### config.mk
export PLATFORM = sky130hd
export DESIGN_NAME = pfi_front
export DESIGN_NICKNAME = d
export VERILOG_FILES = /design/src/pfi_pkg.sv /design/src/pfi_front.sv
export SDC_FILE = /design/constraint.sdc
export NUM_CORES = 1
export LEC_CHECK = 0
export BUFFER_PORTS_ARGS = -buffer_cell sky130_fd_sc_hd__buf_2
export CAP_MARGIN = 10
export CORE_MARGIN = 8
export CORE_UTILIZATION = 28
export DETAILED_ROUTE_END_ITERATION = 12
export GPL_TIMING_DRIVEN = 0
export PLACE_DENSITY = 0.95
export SYNTH_ARGS = -nofsm -noshare
export SYNTH_HDL_FRONTEND = slang
export SYNTH_SLANG_ARGS = --single-unit
### constraint.sdc
create_clock -name clock -period 2.2 [get_ports clock]
set_input_delay 0.33 -clock clock [delete_from_list [all_inputs] [get_ports clock]]
set_output_delay 0.33 -clock clock [all_outputs]
set_load 0.03 [all_outputs]
### src/pfi_pkg.sv
// pfi_pkg: shared constants, item and state types of the polyphase interpolator.
// Used by every module of the block; depends on nothing.
package pfi_pkg;

   // Default sizes of the filter.
   localparam int MAX_FACTOR_DEF = 32;
   localparam int TAPS_DEF       = 16;

   // Field widths fixed by the interface.
   localparam int SAMPLE_W  = 16;
   localparam int COEF_W    = 18;
   localparam int INDEX_W   = 10;
   localparam int FACTOR_W  = 6;
   localparam int OUT_SHIFT = 16;

   // Depth of the queue between front and back.
   localparam int QUEUE_DEPTH = 2;

   localparam logic [FACTOR_W-1:0] FACTOR_RESET = 6'd1;

   // Output saturation limits.
   localparam logic signed [SAMPLE_W-1:0] OUT_MAX = 16'sh7FFF;
   localparam logic signed [SAMPLE_W-1:0] OUT_MIN = 16'sh8000;

   // Request kinds, encoded as on the req_type port.
   typedef enum logic {
      KIND_SAMPLE = 1'b0,
      KIND_COEF   = 1'b1
   } pfi_kind_type;

   // One classified request as it travels through the queue.
   typedef struct packed {
      pfi_kind_type                kind;
      logic                        start_of_block;
      logic signed [SAMPLE_W-1:0]  sample_re;
      logic signed [SAMPLE_W-1:0]  sample_im;
      logic [INDEX_W-1:0]          coef_index;
      logic signed [COEF_W-1:0]    coef_value;
      logic                        index_ok;
   } pfi_item_type;

   // Sequencer states of the back end.
   typedef enum logic [2:0] {
      ST_IDLE,
      ST_READ,
      ST_DRAIN,
      ST_SCALE,
      ST_EMIT
   } pfi_state_type;

endpackage

### src/pfi_front.sv
// pfi_front: accepts request beats, classifies them and holds the factor register.
// Depends on pfi_pkg; feeds pfi_queue.
module pfi_front #(
   parameter int MAX_FACTOR = pfi_pkg::MAX_FACTOR_DEF,
   parameter int PHASE_TAPS = pfi_pkg::TAPS_DEF
) (
   input  logic                                 clock,
   input  logic                                 reset,
   input  logic                                 req_valid,
   output logic                                 req_ready,
   input  logic                                 req_type,
   input  logic signed [pfi_pkg::SAMPLE_W-1:0]  req_sample_re,
   input  logic signed [pfi_pkg::SAMPLE_W-1:0]  req_sample_im,
   input  logic                                 req_start_of_block,
   input  logic [pfi_pkg::INDEX_W-1:0]          req_coef_index,
   input  logic signed [pfi_pkg::COEF_W-1:0]    req_coef_value,
   input  logic                                 csr_valid,
   output logic                                 csr_ready,
   input  logic [pfi_pkg::FACTOR_W-1:0]         csr_upsample_factor,
   output logic                                 push_valid,
   input  logic                                 push_ready,
   output pfi_pkg::pfi_item_type                push_item,
   output logic [$clog2(MAX_FACTOR+1)-1:0]      act_factor
);
   import pfi_pkg::*;

   localparam int STORE_DEPTH = MAX_FACTOR * PHASE_TAPS + 1;
   localparam int FACT_W      = $clog2(MAX_FACTOR + 1);

   logic [FACTOR_W-1:0] factor_ff;
   logic [FACTOR_W-1:0] factor_in;

   // Factor register takes a write on every configuration beat.
   always_comb begin
      factor_in = factor_ff;
      if (csr_valid && csr_ready) begin
         factor_in = csr_upsample_factor;
      end
   end

   always_ff @(posedge clock) begin
      if (reset) begin
         factor_ff <= FACTOR_RESET;
      end else begin
         factor_ff <= factor_in;
      end
   end

   assign csr_ready = 1'b1;

   // Zero acts as one, values above the maximum are clamped.
   always_comb begin
      if (factor_ff == '0) begin
         act_factor = FACT_W'(1);
      end else if (32'(factor_ff) > 32'(MAX_FACTOR)) begin
         act_factor = FACT_W'(MAX_FACTOR);
      end else begin
         act_factor = FACT_W'(factor_ff);
      end
   end

   // Classify the beat and flag coefficient writes that land inside the store.
   always_comb begin
      push_item.kind           = pfi_kind_type'(req_type);
      push_item.start_of_block = req_start_of_block;
      push_item.sample_re      = req_sample_re;
      push_item.sample_im      = req_sample_im;
      push_item.coef_index     = req_coef_index;
      push_item.coef_value     = req_coef_value;
      push_item.index_ok       = (32'(req_coef_index) < 32'(STORE_DEPTH));
   end

   assign push_valid = req_valid;
   assign req_ready  = push_ready;

endmodule

Word level (Yosys, flattened, before mapping)
Index checks and enable logic that the tools add are counted.
- output and inout port bits: 72
- register bits after elaboration: 6
- input port bits: 73
- word-level logic and storage cells: 6
- magnitude comparators: 2
- multiplexer cells: 2
- reductions and logical operators: 1
- operator list (operator ; number):
    $mux W6 ; 2
    $lt A10 B10 Y1 const B ; 1
    $gt A6 B6 Y1 const B ; 1
    $logic_not A6 Y1 ; 1

Logic depth before layout (Yosys ltp)
- depth after elaboration: 3
- gate-level depth with buffers: 3
- depth with buffers taken out: 2

Worst setup path before layout
No wires, ideal clock.
- kind: input to output
- start point: input req_coef_index[2] (netlist name)
- end point: output push_item[0] (netlist name)
- stages: 2
- path buffers: 0
- data required time: 1.870 ns
- arrival time: 1.539 ns
- setup slack: 0.331 ns
- cell sequence: or4_4 > o41ai_2
- RTL lines (element ; RTL line ; text):
    start: declaration ; pfi_front.sv:15 ; input logic [pfi_pkg::INDEX_W-1:0] req_coef_index,
    end: declaration ; pfi_front.sv:22 ; output pfi_pkg::pfi_item_type push_item,

==> metrics.md <==
| Metric | Value |
|---|---|
| Final ANT Viol Nets | 0 |
| Worst hold slack | around 0.30 ns |
| Status | finished, final reports clean |
| Worst-case clock buffer depth | 2 |
| Syn_area_per_cell | around 8 um^2 |
| Fin crit period | ~1.9 ns |
| Yosys warning count | 0 |
| Netlist cell types | 15 |
| Crit path required time | around 1.9 ns |
| Final Setup Violations | 0 |
| Share of synthesized area occupied by flip-flops and latches | around 15% |
| Mapped Cells | between 90 and 100 |
| Total number of vias | 853 |
| Max-cap violations | 0 |
| Port bufs | around 90 |
| Peak Freq | approximately 530 MHz |
| Postcts setup bufs | 0 |
| CTS H-tree depth | 1 |
| WL final | 2.90 mm |
| Grt total ovfl | 0 |
| Clock slew at reported path FFs | roughly 0.05 ns |
| Hold/Removal Path Class | in2reg |
| Initial Utilization | around 29% |
| Setup total negative slack | 0 ns |
| R2R Path Start | factor_ff[5] |
| Worst-Skew Late Latency | ~0.25 ns |
| Routed len/inst | 13.3 um |
| N_diodes | 0 |
| Area grow syn2layout | 64.5% |
| Cell Rows | 19 |
| Critical path arrival | 1.54 ns |
| Number of synthesized register bits | 6 |
| CP startpoint kind | primary input |
| Unrepaired setup endpoints after global routing | false |
| CTS tree | yes |
| Crit. End Element | output pin |
| Lkg Pwr | approximately 0.0008 uW |
| Max FO, Critical Path | 2 |
| Hold_buf cts | 0 |
| Syn Nets | 170 |
| Commonest non-fill, non-tap cell in the layout | buf_2 |
| Initial antenna violation count | 0 |
| Die ar. | ~4700 um^2 |
| Largest net degree at the start of global routing | 8 |
| Final hold vios | 0 |
| Vias in the first global route | between 800 and 900 |
| DRC Markers | 0 |
| Fin crit share | a little over four fifths |
| First-pass GRT wire length | ~3.7 mm |
| VDD IR max | approximately 250 uV |
| Placer Congestion | 0.738 |
| Area of the core | 2710 um^2 |
| Initial DRC Count | 6 |
| Layout cells sized above 1 | between 80% and 90% |
| Reg with most FFs | factor_ff |
| Worst Hold Launch | csr_upsample_factor[0] |
| Die Ht | between 60 and 70 um |
| PostCTS Resize Cnt | 0 |
| Synthesized area | between 700 and 800 um^2 |
| Gr usage total | between 10% and 20% |
| Pre-antenna DRT Iters | 4 |
| Most frequent cells in the layout | 88 x buf_2, 65 x buf_4, 6 x dfxtp_1 |
| Beginning of the critical path | req_coef_index[2] |
| Power per Cell Area | ~440 nW/um^2 |
| Chip Width | around 69 um |
| Max-slew violations | 0 |
| Cts bufs inserted | 3 |
| Worst Setup Path Type | in2out |
| Max reg flops | 6 |
| Fillers | 283 |
| Post-DR vias/cell | just under 4 |
| Top Registers | factor_ff: 6 flops |
| Clock skew | 0 ns |
| IO Count | approximately 150 |
| # nets final | around 260 |
| Num Clock Sinks | 6 |
| Root Driver | clkbuf_4 |
[final timing paths]
check / end / slack, ns / cells past startpoint
max: push_item[0] / 0.33 / 4
min: factor_ff[0] / 0.30 / 3
max reg2reg: factor_ff[5] / 1.52 / 2
min reg2reg: factor_ff[0] / 0.50 / 2
[routing by layer]
layer	wire, um	GRT usage [%]
met1	905	9.84
met2	1460	18.5
met3	492	4.20
met4	46	6.02
met5	0	0
[critical path, stage by stage]
cell	delay, ns
buf_2	0.11
or4_4	0.52
o41ai_2	0.32
buf_2	0.26
[metrics by stage]
stage / instances / total power, uW / cell area [um^2] / util, % / setup slack (ns)
3_5_place_dp: 216 / 469 / 1260 / 46.4 / 0.326
5_1_grt: 219 / 595 / 1280 / 47.2 / 0.286
4_1_cts: 219 / 574 / 1280 / 47.2 / 0.321
6_report: 219 / 569 / 1280 / 47.2 / 0.330
2_1_floorplan: 97 / 380 / 778 / - / 0.331
3_3_place_gp: 216 / 465 / 1260 / 46.4 / 0.340
[layout make-up]
class | count | area (um^2) | share of cell area, %
buffer | 67 | 495 | 38.7
timing repair buffer | 88 | 440 | 34.4
multi-input combinational | 22 | 155 | 12.1
sequential | 6 | 120 | 9.38
tap | 31 | 38.8 | 3.03
clock buffer | 3 | 22.5 | 1.76
inverter | 2 | 7.51 | 0.587
[synthesized netlist by cell type]
cell / instances / share of area [%]
or4_1: 1 / 0.96
nor2_1: 5 / 2.4
inv_1: 2 / 0.96
or3_1: 1 / 0.80
nand2_1: 1 / 0.48
or4_4: 1 / 1.4
a21oi_1: 1 / 0.64
conb_1: 1 / 0.48
dfxtp_1: 6 / 15
o41ai_2: 1 / 2.1
mux2i_1: 5 / 6.4
buf_4: 65 / 63
clkbuf_1: 2 / 0.96
o211ai_1: 1 / 0.96
nor2b_1: 4 / 3.2
[report_power, final]
group | internal (uW) | total, uW | switching, uW
clock | 62.0 | 105 | 43.4
combinational | 141 | 343 | 202
sequential | 116 | 121 | 4.99
[logic make-up after synthesis]
group / Yosys count / share of synthesized area (%)
buffers and inverters: 69 / 64.6
flip-flops: 6 / 15.4
AO/OA/AOI/OAI: 3 / 3.70
other: 1 / 0.482
AND/OR/NAND/NOR: 13 / 9.32
multiplexers: 5 / 6.43
(Power assumes the default switching activity.)
