$ cat src/pfi_pkg.sv
// pfi_pkg: shared constants, item and state types of the polyphase interpolator.
// Used by every module of the block; depends on nothing.
package pfi_pkg;

   // Default sizes of the filter.
   localparam int MAX_FACTOR_DEF = 32;
   localparam int TAPS_DEF       = 16;

   // Field widths fixed by the interface.
   localparam int SAMPLE_W  = 16;
   localparam int COEF_W    = 18;
   localparam int INDEX_W   = 10;
   localparam int FACTOR_W  = 6;
   localparam int OUT_SHIFT = 16;

   // Depth of the queue between front and back.
   localparam int QUEUE_DEPTH = 2;

   localparam logic [FACTOR_W-1:0] FACTOR_RESET = 6'd1;

   // Output saturation limits.
   localparam logic signed [SAMPLE_W-1:0] OUT_MAX = 16'sh7FFF;
   localparam logic signed [SAMPLE_W-1:0] OUT_MIN = 16'sh8000;

   // Request kinds, encoded as on the req_type port.
   typedef enum logic {
      KIND_SAMPLE = 1'b0,
      KIND_COEF   = 1'b1
   } pfi_kind_type;

   // One classified request as it travels through the queue.
   typedef struct packed {
      pfi_kind_type                kind;
      logic                        start_of_block;
      logic signed [SAMPLE_W-1:0]  sample_re;
      logic signed [SAMPLE_W-1:0]  sample_im;
      logic [INDEX_W-1:0]          coef_index;
      logic signed [COEF_W-1:0]    coef_value;
      logic                        index_ok;
   } pfi_item_type;

   // Sequencer states of the back end.
   typedef enum logic [2:0] {
      ST_IDLE,
      ST_READ,
      ST_DRAIN,
      ST_SCALE,
      ST_EMIT
   } pfi_state_type;

endpackage

$ cat src/pfi_queue.sv
// pfi_queue: short register FIFO of classified requests between front and back.
// Depends on pfi_pkg for the item type.
module pfi_queue #(
   parameter int DEPTH = pfi_pkg::QUEUE_DEPTH
) (
   input  logic                  clock,
   input  logic                  reset,
   input  logic                  push_valid,
   output logic                  push_ready,
   input  pfi_pkg::pfi_item_type push_item,
   output logic                  pop_valid,
   input  logic                  pop_ready,
   output pfi_pkg::pfi_item_type pop_item
);
   import pfi_pkg::*;

   localparam int PTR_W = (DEPTH > 1) ? $clog2(DEPTH) : 1;
   localparam int CNT_W = $clog2(DEPTH + 1);

   pfi_item_type     entries_ff [DEPTH];
   pfi_item_type     entries_in [DEPTH];
   logic [PTR_W-1:0] wr_ptr_ff, wr_ptr_in;
   logic [PTR_W-1:0] rd_ptr_ff, rd_ptr_in;
   logic [CNT_W-1:0] count_ff, count_in;
   logic             do_push, do_pop;

   assign push_ready = (count_ff != CNT_W'(DEPTH));
   assign pop_valid  = (count_ff != '0);
   assign pop_item   = entries_ff[rd_ptr_ff];
   assign do_push    = push_valid && push_ready;
   assign do_pop     = pop_valid && pop_ready;

   // Pointer wrap, occupancy and entry write.
   always_comb begin
      entries_in = entries_ff;
      wr_ptr_in  = wr_ptr_ff;
      rd_ptr_in  = rd_ptr_ff;
      count_in   = count_ff;
      if (do_push) begin
         entries_in[wr_ptr_ff] = push_item;
         wr_ptr_in = (wr_ptr_ff == PTR_W'(DEPTH - 1)) ? '0 : wr_ptr_ff + PTR_W'(1);
      end
      if (do_pop) begin
         rd_ptr_in = (rd_ptr_ff == PTR_W'(DEPTH - 1)) ? '0 : rd_ptr_ff + PTR_W'(1);
      end
      if (do_push && !do_pop) begin
         count_in = count_ff + CNT_W'(1);
      end else if (do_pop && !do_push) begin
         count_in = count_ff - CNT_W'(1);
      end
   end

   always_ff @(posedge clock) begin
      if (reset) begin
         wr_ptr_ff <= '0;
         rd_ptr_ff <= '0;
         count_ff  <= '0;
      end else begin
         wr_ptr_ff <= wr_ptr_in;
         rd_ptr_ff <= rd_ptr_in;
         count_ff  <= count_in;
      end
   end

   always_ff @(posedge clock) begin
      entries_ff <= entries_in;
   end

endmodule

$ cat config.mk
export PLATFORM = sky130hd
export DESIGN_NAME = pfi_queue
export DESIGN_NICKNAME = d
export VERILOG_FILES = /design/src/pfi_pkg.sv /design/src/pfi_queue.sv
export SDC_FILE = /design/constraint.sdc
export NUM_CORES = 1
export LEC_CHECK = 0
export ABC_CLOCK_PERIOD_IN_PS = 3700
export BUFFER_PORTS_ARGS = -buffer_cell sky130_fd_sc_hd__clkbuf_2
export CORE_MARGIN = 3
export CORE_UTILIZATION = 30
export DETAILED_ROUTE_END_ITERATION = 10
export PLACE_DENSITY_LB_ADDON = 0.1
export SLEW_MARGIN = 20
export SYNTH_ARGS = -nofsm -noshare
export SYNTH_HDL_FRONTEND = slang
export SYNTH_SLANG_ARGS = --single-unit
$ cat constraint.sdc
create_clock -name clock -period 3.7 [get_ports clock]
set_clock_uncertainty 0.2 [all_clocks]
set_input_delay 0.74 -clock clock [delete_from_list [all_inputs] [get_ports clock]]
set_output_delay 0.74 -clock clock [all_outputs]
set_load 0.02 [all_outputs]
Word-level counts from Yosys, hierarchy flattened
Index checks and enable logic that the tools add are counted.

Register bits: 130. Input bits: 67. Output and inout port bits: 65. Word-level logic and storage cells: 46.

Add/sub/neg operators: 4. $lt $le $gt $ge: 3. Equal/unequal tests: 1. Mux-type cells: 10. Bitwise logic cells: 2. Reduce and logical (&&, ||, !) cells: 9.

Operators with widths (number): $mux W63 (4); $bwmux W126 (1); $demux W63 S1 (1); $logic_and A1 B1 Y1 (5); $ge A2 B2 Y1 const B (2); $mux W2 (2); $not A1 Y2 (2); $reduce_bool A2 Y1 (2); $add A1 B1 Y1 const B (2); $add A2 B1 Y2 const B (1); $logic_not A1 Y1 (2); $lt A2 B1 Y1 const B (1); $mux W1 (2); $ne A2 B2 Y1 const B (1); $sub A2 B1 Y2 const B (1).

Longest topological paths before layout
Depth in word-level cells: 6. Mapped depth: 6. Depth with buffers taken out: 6.

Least setup slack after synthesis
OpenSTA, ideal clock, no wires.

Kind: input -> register. Start point: input port push_valid. End point: register entries_ff[0] (netlist name), enable pin. Setup time: 0.428 ns. Arrival: 2.272 ns. Data required time: 3.072 ns. Setup slack: 0.800 ns. Stages: 1. Cells stage by stage: and3_1.

Longest elaborated chain between the ends: 1.

RTL lines: start, declared (line pfi_queue.sv:8) `input logic push_valid,`; $logic_and A1 B1 Y1 (line pfi_queue.sv:30) `assign do_push = push_valid && push_ready;`; end signal, assigned (line pfi_queue.sv:66) `entries_ff <= entries_in;`; end, declared (line pfi_queue.sv:20) `pfi_item_type entries_ff [DEPTH];`.

No other way between the ends. A chain may end at the register's enable or synchronous reset.

==> impl_metrics.json <==
{
  "synthToLayoutAreaGrowth_pct": 30.58,
  "clock_latency_ns": 0.40,
  "drcViolationCount": 0,
  "worst-endpoint-arrival_ns": 2.00,
  "setup.worst_path.class": "reg2out",
  "vias_per_cell": 4.189,
  "grt_pass1_wl_um": 14100,
  "grt_pass1_vias": 2703,
  "start_util": 0.3106,
  "synth_nets": 286,
  "slowest_delay_ns": 0.94,
  "setup_tns_ns": 0,
  "critPathCaptureType": "output pin",
  "drt_iter0_markers": 138,
  "portBuffers": 131,
  "worstMarginPinSlew_ns": 0.9284,
  "rows": 45,
  "reg2reg_depth": 2,
  "layout.nets": 431,
  "synthCells": 218,
  "grt_start_max_net_pins": 65,
  "power_density_nw_per_um2": 750.6,
  "startpoint_type": "flip-flop",
  "cts_buffers": 17,
  "place_congestion": 0.6701,
  "antennaDiodeCount": 0,
  "path_cells": "mux2_2 -> clkbuf_2",
  "rsz0062_at_grt": "no",
  "synth.distinct_cells": 18,
  "die_w_um": 132.2,
  "cts_setup_buffers": 0,
  "seq_area_frac_synth": 0.8092,
  "clkTransAtPathRegs_ns": 0.06,
  "routed_wl_um": 9025,
  "status": "complete, no violations",
  "cts_resized": 0,
  "critPathRequiredTime_ns": 2.76,
  "htreeDepth": 4,
  "post_drt_wl_per_cell_um": 15.37,
  "worstHoldPathCells": 1,
  "syn_avg_cell_area_um2": 21.90,
  "firstDrtPassIters": 4,
  "cp_num_buf_inv": 1,
  "syn-cell-area_um2": 4775,
  "dpl_worst_slack_ns": 1.133,
  "die_area_um2": 17460,
  "fin_crit_sh": 0.7944,
  "maxCapViolCount": 0,
  "cts_hold_buf": 0,
  "cts.sinks": 130,
  "path_delay_family": "flip-flops",
  "vias": 2459,
  "period_needed_ns": 2.939,
  "gr-total-overflow": 0,
  "ios": 132,
  "fin_ws_ns": 0.7608,
  "p_leak_nw": 2.338,
  "cts-root-buf": "clkbuf_16",
  "grt.total_usage": 0.1085,
  "synth-seq-cells": 130,
  "cp.depth": 2,
  "hp-class": "in2reg",
  "cts_tree": "built",
  "drive_above_1_share": 0.6144,
  "place_hpwl_um": 5601,
  "worst-path-max-fanout": 64,
  "critPathSlowestCell": "dfxtp_4",
  "ir_worst_vdd_mv": 0.3561,
  "die_h_um": 132.2,
  "hold_viol_final": 0,
  "antenna_left": 0,
  "cts_buffer_depth": 2,
  "setup_violations": 0,
  "antenna_found_initial": 0,
  "final_max_slew_viol_count": 0,
  "yosysWarnings": 0,
  "finalPower_mw": 4.680,
  "relSlewSlack": 0.3810,
  "core_um2": 15370,
  "max_freq_ghz": 0.3402
}
## metal layers
metal	track usage	up-vias	part of all wire
met5	0	-	0
met4	0.05601	0	0.021
met3	0.04809	13	0.069
met2	0.1827	73	0.52
met1	0.1152	1216	0.39
li1	-	1157	-
## layout make-up
type / count / area [um2]
fillers: 1458 / 9136
clock inverters: 15 / 166.4
clock buffers: 17 / 425.4
flip-flops and latches: 130 / 3867
well taps: 211 / 264.0
repair buffers: 133 / 670.6
inverters: 1 / 3.754
multi-input cells: 80 / 837.1
## worst register-to-register path, delay by kind of cell (launching register included)
kind	cells	cell delay, ns
simple gates	2	1.00
flops	1	0.40
## report_power, final
part	switching (mW)	internal, mW	leakage (nW)
Sequential	0.146	1.84	1.21
Combinational	0.593	0.442	0.843
Clock	0.604	1.05	0.286
## registers in the layout, summed over array words and instances, names as in the netlist
signal and count:
rd_ptr_ff 1, wr_ptr_ff 1, entries_ff 126, count_ff 2
## synth_stat cells
library cell	n	area, um2
or3_1	1	6.260
edfxtp_1	126	3784
nor2_1	2	7.510
a21bo_2	1	10.01
buf_6	6	67.56
o21ai_0	2	10.01
buf_4	1	7.510
mux2_2	63	709.4
nand2b_4	1	13.76
and2_1	1	6.260
a21oi_1	2	10.01
inv_1	1	3.750
dfxtp_1	4	80.08
ha_1	1	12.51
nand3b_1	1	7.510
and3_1	1	6.260
or2_2	1	6.260
xor2_1	3	26.28
## metrics by stage
stage	util	area, um2	std cells	hold WS, ns
final	0.4056	6235	587	0.3182
after global routing	0.4056	6235	587	0.2971
after CTS	0.4056	6235	587	0.2946
after detailed placement	0.3671	5643	555	0.3421
after global placement	0.3671	5643	555	0.3399
after floorplan	-	4775	218	0.3046
## final timing paths
path                    end     startpoint  slack [ns]
max             pop_item[7]      rd_ptr_ff        0.76
min          entries_ff[81]  push_item[18]        0.32
max reg2reg   entries_ff[7]    count_ff[0]        1.69
min reg2reg     count_ff[1]    count_ff[1]        0.35
## cells by family after synthesis
family | after synthesis | synth area share
simple gates | 8 | 0.01127
compound gates | 5 | 0.006290
mux | 63 | 0.1486
xor+xnor | 3 | 0.005504
buf+inv | 8 | 0.01651
fa+ha+maj | 1 | 0.002620
flops | 130 | 0.8092
## placed cells by master, fill, tap and decap left out
cell,instances
dfxtp_4,1
mux2_2,63
a21oi_1,2
inv_6,1
nor2_1,2
and2_1,1
clkinv_1,3
or3_1,1
edfxtp_1,126
clkbuf_2,131
bufinv_16,3
a21bo_2,1
dfxtp_1,3
or2_2,1
clkbuf_16,17
clkinv_4,3
ha_1,1
clkinvlp_4,2
xor2_1,3
nand3b_1,1
nand2b_4,1
o21ai_0,2
buf_4,2
inv_2,1
and3_4,1
clkinv_2,3
Note: power is estimated with default switching activity, not from simulation.
